### src/rtl/utccal_pkg.sv
// Shared types, constants and helpers for the UTC calendar to Unix seconds block.
// No dependencies; every rtl file imports this package.
package utccal_pkg;

	// Field limits and calendar constants
	localparam int unsigned SEC_LIMIT      = 61;
	localparam int unsigned MIN_LIMIT      = 60;
	localparam int unsigned HOUR_LIMIT     = 24;
	localparam int unsigned DAY_LIMIT      = 32;
	localparam int unsigned MONTH_LIMIT    = 12;
	localparam int unsigned MIN_YEAR_OFS   = 70;
	localparam int unsigned YEAR_BASE      = 1900;
	localparam int unsigned EPOCH_YEAR     = 1970;
	localparam int unsigned SECS_PER_MIN   = 60;
	localparam int unsigned SECS_PER_HOUR  = 3600;
	localparam int unsigned SECS_PER_DAY   = 86400;
	localparam int unsigned DAYS_PER_YEAR  = 365;
	// floor(x / 100) == (x * DIV100_MUL) >> DIV100_SHIFT, exact for x below 43699
	localparam int unsigned DIV100_MUL     = 5243;
	localparam int unsigned DIV100_SHIFT   = 19;
	// leap years in 1 .. EPOCH_YEAR-1
	localparam int unsigned LEAPS_AT_EPOCH = (EPOCH_YEAR - 1) / 4 - (EPOCH_YEAR - 1) / 100
		+ (EPOCH_YEAR - 1) / 400;

	// Error codes
	localparam logic [2:0] ERR_NONE   = 3'd0;
	localparam logic [2:0] ERR_SECOND = 3'd1;
	localparam logic [2:0] ERR_MINUTE = 3'd2;
	localparam logic [2:0] ERR_HOUR   = 3'd3;
	localparam logic [2:0] ERR_DAY    = 3'd4;
	localparam logic [2:0] ERR_MONTH  = 3'd5;
	localparam logic [2:0] ERR_YEAR   = 3'd6;

	// Request and response payloads
	typedef struct packed {
		logic [5:0] second;
		logic [5:0] minute;
		logic [4:0] hour;
		logic [4:0] day_of_month;
		logic [3:0] month_index;
		logic [9:0] year_since_1900;
	} utc_req_t;

	typedef struct packed {
		logic [34:0] unix_seconds;
		logic [2:0]  error_code;
	} utc_rsp_t;

	// Stage 1 -> stage 2
	typedef struct packed {
		logic [2:0]  err;
		logic [9:0]  year_ofs;     // years since 1970
		logic [9:0]  prev_div4;    // (year-1) / 4
		logic [24:0] prev_prod;    // (year-1) * DIV100_MUL
		logic [11:0] year;
		logic [24:0] year_prod;    // year * DIV100_MUL
		logic        late_month;   // March or later
		logic [8:0]  doy_base;     // day of year ignoring leap day
		logic [16:0] sod;          // second of day
	} utccal_s1_t;

	// Stage 2 -> stage 3
	typedef struct packed {
		logic [2:0]  err;
		logic [18:0] days;
		logic [16:0] sod;
	} utccal_s2_t;

	// Days before the first of each month in a common year
	function automatic logic [8:0] cum_days(input logic [3:0] mon);
		logic [8:0] d;
		unique case (mon)
			4'd0:    d = 9'd0;
			4'd1:    d = 9'd31;
			4'd2:    d = 9'd59;
			4'd3:    d = 9'd90;
			4'd4:    d = 9'd120;
			4'd5:    d = 9'd151;
			4'd6:    d = 9'd181;
			4'd7:    d = 9'd212;
			4'd8:    d = 9'd243;
			4'd9:    d = 9'd273;
			4'd10:   d = 9'd304;
			4'd11:   d = 9'd334;
			default: d = 9'd0;
		endcase
		return d;
	endfunction

endpackage

### src/rtl/utc_calendar_to_unix_seconds_top.sv
// UTC broken-down time to Unix seconds, three-stage pipeline.
// Depends on utccal_pkg, utccal_check, utccal_days, utccal_secs.
//
// Converts a UTC second/minute/hour/day/month/year-since-1900 request to
// seconds since 1970-01-01 (proleptic Gregorian). Fields are range checked
// in order second, minute, hour, day, month, year; the first bad one sets
// error_code and the timestamp reads zero. Day of month is not checked
// against the month length. The response is registered through three register
// stages (checks and reciprocal products, day count, seconds multiply), and the
// first stage loads at the accepting edge. One request is accepted per cycle
// while req_stall is low. A stage that holds no request always takes a new one,
// so stall only rises when every stage is full and the response is stalled.
module utc_calendar_to_unix_seconds_top (
	input  logic                  clk,
	input  logic                  arst_n,
	input  logic                  req_valid,
	output logic                  req_stall,
	input  utccal_pkg::utc_req_t  req,
	output logic                  rsp_valid,
	input  logic                  rsp_stall,
	output utccal_pkg::utc_rsp_t  rsp
);
	import utccal_pkg::*;

	logic       valid_s1;
	logic       valid_s2;
	logic       stall_s2;
	logic       stall_s3;
	utccal_s1_t data_s1;
	utccal_s2_t data_s2;

	utccal_check u_check (
		.clk        (clk),
		.arst_n     (arst_n),
		.in_valid   (req_valid),
		.in_data    (req),
		.stall      (req_stall),
		.valid_s1   (valid_s1),
		.data_s1    (data_s1),
		.next_stall (stall_s2)
	);

	utccal_days u_days (
		.clk        (clk),
		.arst_n     (arst_n),
		.valid_s1   (valid_s1),
		.data_s1    (data_s1),
		.stall      (stall_s2),
		.valid_s2   (valid_s2),
		.data_s2    (data_s2),
		.next_stall (stall_s3)
	);

	utccal_secs u_secs (
		.clk        (clk),
		.arst_n     (arst_n),
		.valid_s2   (valid_s2),
		.data_s2    (data_s2),
		.stall      (stall_s3),
		.valid_s3   (rsp_valid),
		.data_s3    (rsp),
		.next_stall (rsp_stall)
	);

	// An error response carries a zero timestamp
	assert property (@(posedge clk) disable iff (!arst_n)
		(rsp_valid && rsp.error_code != ERR_NONE) |-> (rsp.unix_seconds == '0))
		else $error("error response with nonzero timestamp");

	// Error code stays within the defined codes
	assert property (@(posedge clk) disable iff (!arst_n)
		rsp_valid |-> (rsp.error_code <= ERR_YEAR))
		else $error("undefined error code");

	// Request side only stalls when every stage is full and output is stalled
	assert property (@(posedge clk) disable iff (!arst_n)
		req_stall |-> (valid_s1 && valid_s2 && rsp_valid && rsp_stall))
		else $error("request stalled with a free stage");

endmodule

### src/rtl/utccal_check.sv
// Stage 1: field range checks, second of day, month offset, and the
// divide-by-100 reciprocal products. Depends on utccal_pkg.
module utccal_check (
	input  logic                    clk,
	input  logic                    arst_n,
	input  logic                    in_valid,
	input  utccal_pkg::utc_req_t    in_data,
	output logic                    stall,
	output logic                    valid_s1,
	output utccal_pkg::utccal_s1_t  data_s1,
	input  logic                    next_stall
);
	import utccal_pkg::*;

	logic [2:0]  err;
	logic [11:0] year;
	logic [11:0] prev;
	utccal_s1_t  nxt;

	// First failing field wins
	always_comb begin
		priority if (in_data.second >= 6'(SEC_LIMIT)) begin
			err = ERR_SECOND;
		end else if (in_data.minute >= 6'(MIN_LIMIT)) begin
			err = ERR_MINUTE;
		end else if (in_data.hour >= 5'(HOUR_LIMIT)) begin
			err = ERR_HOUR;
		end else if (in_data.day_of_month == 5'd0) begin
			err = ERR_DAY;
		end else if (in_data.month_index >= 4'(MONTH_LIMIT)) begin
			err = ERR_MONTH;
		end else if (in_data.year_since_1900 < 10'(MIN_YEAR_OFS)) begin
			err = ERR_YEAR;
		end else begin
			err = ERR_NONE;
		end
	end

	// Year arithmetic and time of day
	always_comb begin
		year = 12'(YEAR_BASE) + {2'b00, in_data.year_since_1900};
		prev = year - 12'd1;
		nxt.err        = err;
		nxt.year_ofs   = in_data.year_since_1900 - 10'(MIN_YEAR_OFS);
		nxt.prev_div4  = prev[11:2];
		nxt.prev_prod  = {13'd0, prev} * 25'(DIV100_MUL);
		nxt.year       = year;
		nxt.year_prod  = {13'd0, year} * 25'(DIV100_MUL);
		nxt.late_month = (in_data.month_index >= 4'd2);
		nxt.doy_base   = cum_days(in_data.month_index) + {4'd0, in_data.day_of_month} - 9'd1;
		nxt.sod        = 17'(in_data.hour) * 17'(SECS_PER_HOUR)
			+ 17'(in_data.minute) * 17'(SECS_PER_MIN) + 17'(in_data.second);
	end

	assign stall = valid_s1 && next_stall;

	// Stage register; a bubble lets a request in even when downstream stalls
	always_ff @(posedge clk or negedge arst_n) begin
		if (!arst_n) begin
			valid_s1 <= 1'b0;
		end else if (!stall) begin
			valid_s1 <= in_valid;
		end
	end

	always_ff @(posedge clk) begin
		if (in_valid && !stall) begin
			data_s1 <= nxt;
		end
	end

endmodule

### src/rtl/utccal_days.sv
// Stage 2: leap-year count since the epoch, leap test, and days since epoch.
// Depends on utccal_pkg.
module utccal_days (
	input  logic                    clk,
	input  logic                    arst_n,
	input  logic                    valid_s1,
	input  utccal_pkg::utccal_s1_t  data_s1,
	output logic                    stall,
	output logic                    valid_s2,
	output utccal_pkg::utccal_s2_t  data_s2,
	input  logic                    next_stall
);
	import utccal_pkg::*;

	logic [5:0]  prev_div100;
	logic [5:0]  year_div100;
	logic [11:0] century;
	logic [10:0] leaps;
	logic        is_leap;
	utccal_s2_t  nxt;

	// Leap count and day total
	always_comb begin
		prev_div100 = data_s1.prev_prod[DIV100_SHIFT +: 6];
		year_div100 = data_s1.year_prod[DIV100_SHIFT +: 6];
		century     = 12'(year_div100) * 12'd100;
		leaps       = 11'(data_s1.prev_div4) - 11'(prev_div100) + 11'(prev_div100[5:2])
			- 11'(LEAPS_AT_EPOCH);
		is_leap     = (data_s1.year[1:0] == 2'b00)
			&& ((data_s1.year != century) || (year_div100[1:0] == 2'b00));
		nxt.err  = data_s1.err;
		nxt.sod  = data_s1.sod;
		nxt.days = 19'(data_s1.year_ofs) * 19'(DAYS_PER_YEAR) + 19'(leaps)
			+ 19'(data_s1.doy_base) + 19'(data_s1.late_month && is_leap);
	end

	assign stall = valid_s2 && next_stall;

	always_ff @(posedge clk or negedge arst_n) begin
		if (!arst_n) begin
			valid_s2 <= 1'b0;
		end else if (!stall) begin
			valid_s2 <= valid_s1;
		end
	end

	always_ff @(posedge clk) begin
		if (valid_s1 && !stall) begin
			data_s2 <= nxt;
		end
	end

endmodule

### src/rtl/utccal_secs.sv
// Stage 3: days times seconds per day plus second of day, zeroed on error.
// Holds the response register. Depends on utccal_pkg.
module utccal_secs (
	input  logic                    clk,
	input  logic                    arst_n,
	input  logic                    valid_s2,
	input  utccal_pkg::utccal_s2_t  data_s2,
	output logic                    stall,
	output logic                    valid_s3,
	output utccal_pkg::utc_rsp_t    data_s3,
	input  logic                    next_stall
);
	import utccal_pkg::*;

	utc_rsp_t nxt;

	always_comb begin
		nxt.error_code = data_s2.err;
		if (data_s2.err == ERR_NONE) begin
			nxt.unix_seconds = 35'(data_s2.days) * 35'(SECS_PER_DAY) + 35'(data_s2.sod);
		end else begin
			nxt.unix_seconds = '0;
		end
	end

	assign stall = valid_s3 && next_stall;

	always_ff @(posedge clk or negedge arst_n) begin
		if (!arst_n) begin
			valid_s3 <= 1'b0;
		end else if (!stall) begin
			valid_s3 <= valid_s2;
		end
	end

	always_ff @(posedge clk) begin
		if (valid_s2 && !stall) begin
			data_s3 <= nxt;
		end
	end

endmodule
### config.mk
export PLATFORM = sky130hd
export DESIGN_NAME = utc_calendar_to_unix_seconds_top
export DESIGN_NICKNAME = d
export VERILOG_FILES = /design/src/rtl/utccal_pkg.sv /design/src/rtl/utc_calendar_to_unix_seconds_top.sv /design/src/rtl/utccal_check.sv /design/src/rtl/utccal_days.sv /design/src/rtl/utccal_secs.sv
export SDC_FILE = /design/constraint.sdc
export NUM_CORES = 1
export LEC_CHECK = 0
export BUFFER_PORTS_ARGS = -buffer_cell sky130_fd_sc_hd__buf_2
export CAP_MARGIN = 20
export CORE_MARGIN = 2
export CORE_UTILIZATION = 40
export DETAILED_ROUTE_END_ITERATION = 16
export PLACE_DENSITY_LB_ADDON = 0.05
export SLEW_MARGIN = 20
export SYNTH_ARGS = -nofsm -noshare
export SYNTH_HDL_FRONTEND = slang
export SYNTH_SLANG_ARGS = --single-unit
### constraint.sdc
create_clock -name clk -period 10.95 [get_ports clk]
set_input_delay 2.19 -clock clk [delete_from_list [all_inputs] [get_ports clk]]
set_output_delay 2.19 -clock clk [all_outputs]
set_load 0.05 [all_outputs]
==> results.json <==
{
  "hold_path_class": "reg -> reg",
  "status": "finished, final reports clean",
  "r2r-start": "u_check.data_s1[47]",
  "wl_mm": 42.1,
  "io_buffers": 79,
  "dpl_cell_area_um2": 21700,
  "synthTopCellsByArea": "ha_1 (27%), edfxtp_1 (22%), fa_1 (19%), inv_1 (9.1%), xnor2_1 (4.5%)",
  "htree_levels": 4,
  "synth.yosys.seq_area_share_pct": 22.3,
  "hold_viol_final": 0,
  "cp-end-kind": "flop",
  "die_x_um": 231,
  "cap_violations": 0,
  "io_pins": 80,
  "cts-root-buf": "clkbuf_16",
  "max_stage_delay_ns": 0.55,
  "final.setup.tns_ns": 0,
  "finalCritPeriodShare_pct": 85.0,
  "grt_busiest_layer": "met2",
  "hold_depth": 0,
  "initial_utilization_pct": 40.3,
  "rows": 83,
  "finalMaxSlewViolations": 0,
  "syn_nets": 2689,
  "syn_area_per_cell_um2": 10.2,
  "syn_area_um2": 20500,
  "finClkSkew_ns": 0.0131,
  "grt_util_met3_pct": 2.17,
  "rsz0062_at_grt": "false",
  "grt_pass1_vias": 14200,
  "cts_setup_buffers": 0,
  "grt-ovfl-total": 0,
  "synth_seq_cells": 153,
  "final_area_um2": 22300,
  "hp-start": "u_check.data_s1[12]",
  "critPathSlowestCell": "fa_1",
  "worstSkewPairLatency_ns": 0.46,
  "viasPerCell": 4.75,
  "startpoint_type": "input pin",
  "cts_num_sinks": 153,
  "dr.pass1.iters": 4,
  "final_nets": 2769,
  "hpwl_mm": 36.9,
  "num_vias": 13300,
  "die_y_um": 231,
  "cts_resized": 0,
  "r2r-end": "u_days.data_s2[35]",
  "gp_congestion": 0.832,
  "yosysTopAreaCellShare_pct": 26.6,
  "synth_warnings": 0,
  "cts.path.max_buffers": 2,
  "drtIter0Drc": 478,
  "hold_end": "u_days.data_s2[12]",
  "reg2regPathDepth": 24,
  "mostFrequentLayoutCells": "inv_1 (498), ha_1 (436), fa_1 (197)",
  "postCtsHoldBufs": 0,
  "clkTransAtPathRegs_ns": 0.06,
  "setup.worst_path.class": "in -> reg",
  "grt.met1_usage_pct": 20.1,
  "die_area_um2": 53200,
  "grt_pass1_wl_mm": 71.6,
  "worstPathArrival_ns": 9.58,
  "grt_max_degree": 55,
  "ys_types": 68,
  "worstPathRequired_ns": 11.22,
  "fin_crit_ns": 9.31,
  "maxSlewHeadroom_pct": 35.8,
  "antenna_found_initial": 4,
  "max_freq_ghz": 0.107,
  "synth_area_leader_cell": "ha_1",
  "setup_violations": 0,
  "numCtsBuffers": 17,
  "async_reset_ff_share_pct": 1.96,
  "crit_fanout": 14,
  "gr-usage-met2_pct": 32.3,
  "antenna_cells": 0,
  "final_common_cell": "inv_1",
  "final_antenna_net_count": 0,
  "core_area_um2": 51000,
  "r2r_slack_ns": 4.41,
  "syn_inst": 2016,
  "synth-edff-count": 150,
  "wire_per_inst_um": 15.1,
  "tightest_slew_ns": 0.962,
  "grt_usage_pct": 17.0,
  "drive_above_1_share_pct": 6.59,
  "synth-main-ff-cell": "edfxtp_1",
  "cts_tree": "done",
  "drc": 0,
  "synthToLayoutAreaGrowth_pct": 8.69
}
state kept, by name (all words and copies together) (netlist names):
name,cells
u_check.data_s1,73
u_days.valid_s2,1
u_secs.valid_s3,1
u_days.data_s2,39
u_check.valid_s1,1
u_secs.data_s3,38
cells by family after synthesis:
kind of cell / Yosys count / share of synthesized area, %
simple gates: 278 / 6.95
compound gates: 284 / 9.00
xor+xnor: 141 / 6.01
fa+ha+maj: 633 / 45.8
buf+inv: 520 / 9.63
mux: 7 / 0.353
flops: 153 / 22.3
cell usage after synthesis, types with 6 or more instances:
master    number
a211oi_1      10
a21o_1        50
a21oi_1       88
a31oi_1       11
and2_1        20
and3_1        12
clkbuf_1      16
edfxtp_1     150
fa_1         197
ha_1         436
inv_1        498
nand2_1       51
nand2b_1      12
nand3_1       22
nand4_1       16
nor2_1        71
nor2b_1        6
nor3_1        24
o211ai_1       7
o21a_1         7
o21ai_0       43
o21bai_1      22
or2_2         10
or3_1         10
xnor2_1      105
xor2_1        36
routing by layer:
layer	share of wire (%)	vias up	routed length, µm
met2	53	123	22200
met1	44	6251	18400
met5	0.097	-	41
met4	1.5	6	633
met3	2.0	37	863
li1	-	6837	-
through the flow:
stage | instances | hold slack, ns | util (%) | setup WS, ns
after global placement | 2757 | 0.402 | 42.6 | 1.40
after global routing | 2789 | 0.426 | 43.8 | 1.01
final | 2789 | 0.420 | 43.8 | 1.64
after detailed placement | 2757 | 0.405 | 42.6 | 1.16
after CTS | 2789 | 0.423 | 43.8 | 1.66
after floorplan | 2016 | 0.400 | - | 1.99
cell type report:
type / count / area [µm²]
well taps: 680 / 851
clock inverters: 15 / 178
multi-input cells: 1343 / 14000
flip-flops and latches: 153 / 4580
repair buffers: 83 / 425
clock buffers: 17 / 425
inverters: 498 / 1870
fillers: 4993 / 28700
worst max-delay path: cells and delay by family:
family	cells	cell delay, ns
compound gates	7	1.70
xor+xnor	2	0.53
simple gates	8	1.53
buf+inv	6	0.57
fa+ha+maj	8	3.03
worst max-delay path by stage:
stage,startpoint,cells past startpoint,endpoint
after floorplan,req[2],31,u_check.data_s1[83]
after global placement,req[2],31,u_check.data_s1[88]
after detailed placement,req[2],31,u_check.data_s1[88]
after CTS,req[2],31,u_check.data_s1[88]
after global routing,req[2],31,u_check.data_s1[88]
final,req[2],31,u_check.data_s1[88]
Power is left out: the tool's default activity adds up to more than one toggle a clock period on the data nets, which glitch-free logic cannot reach.
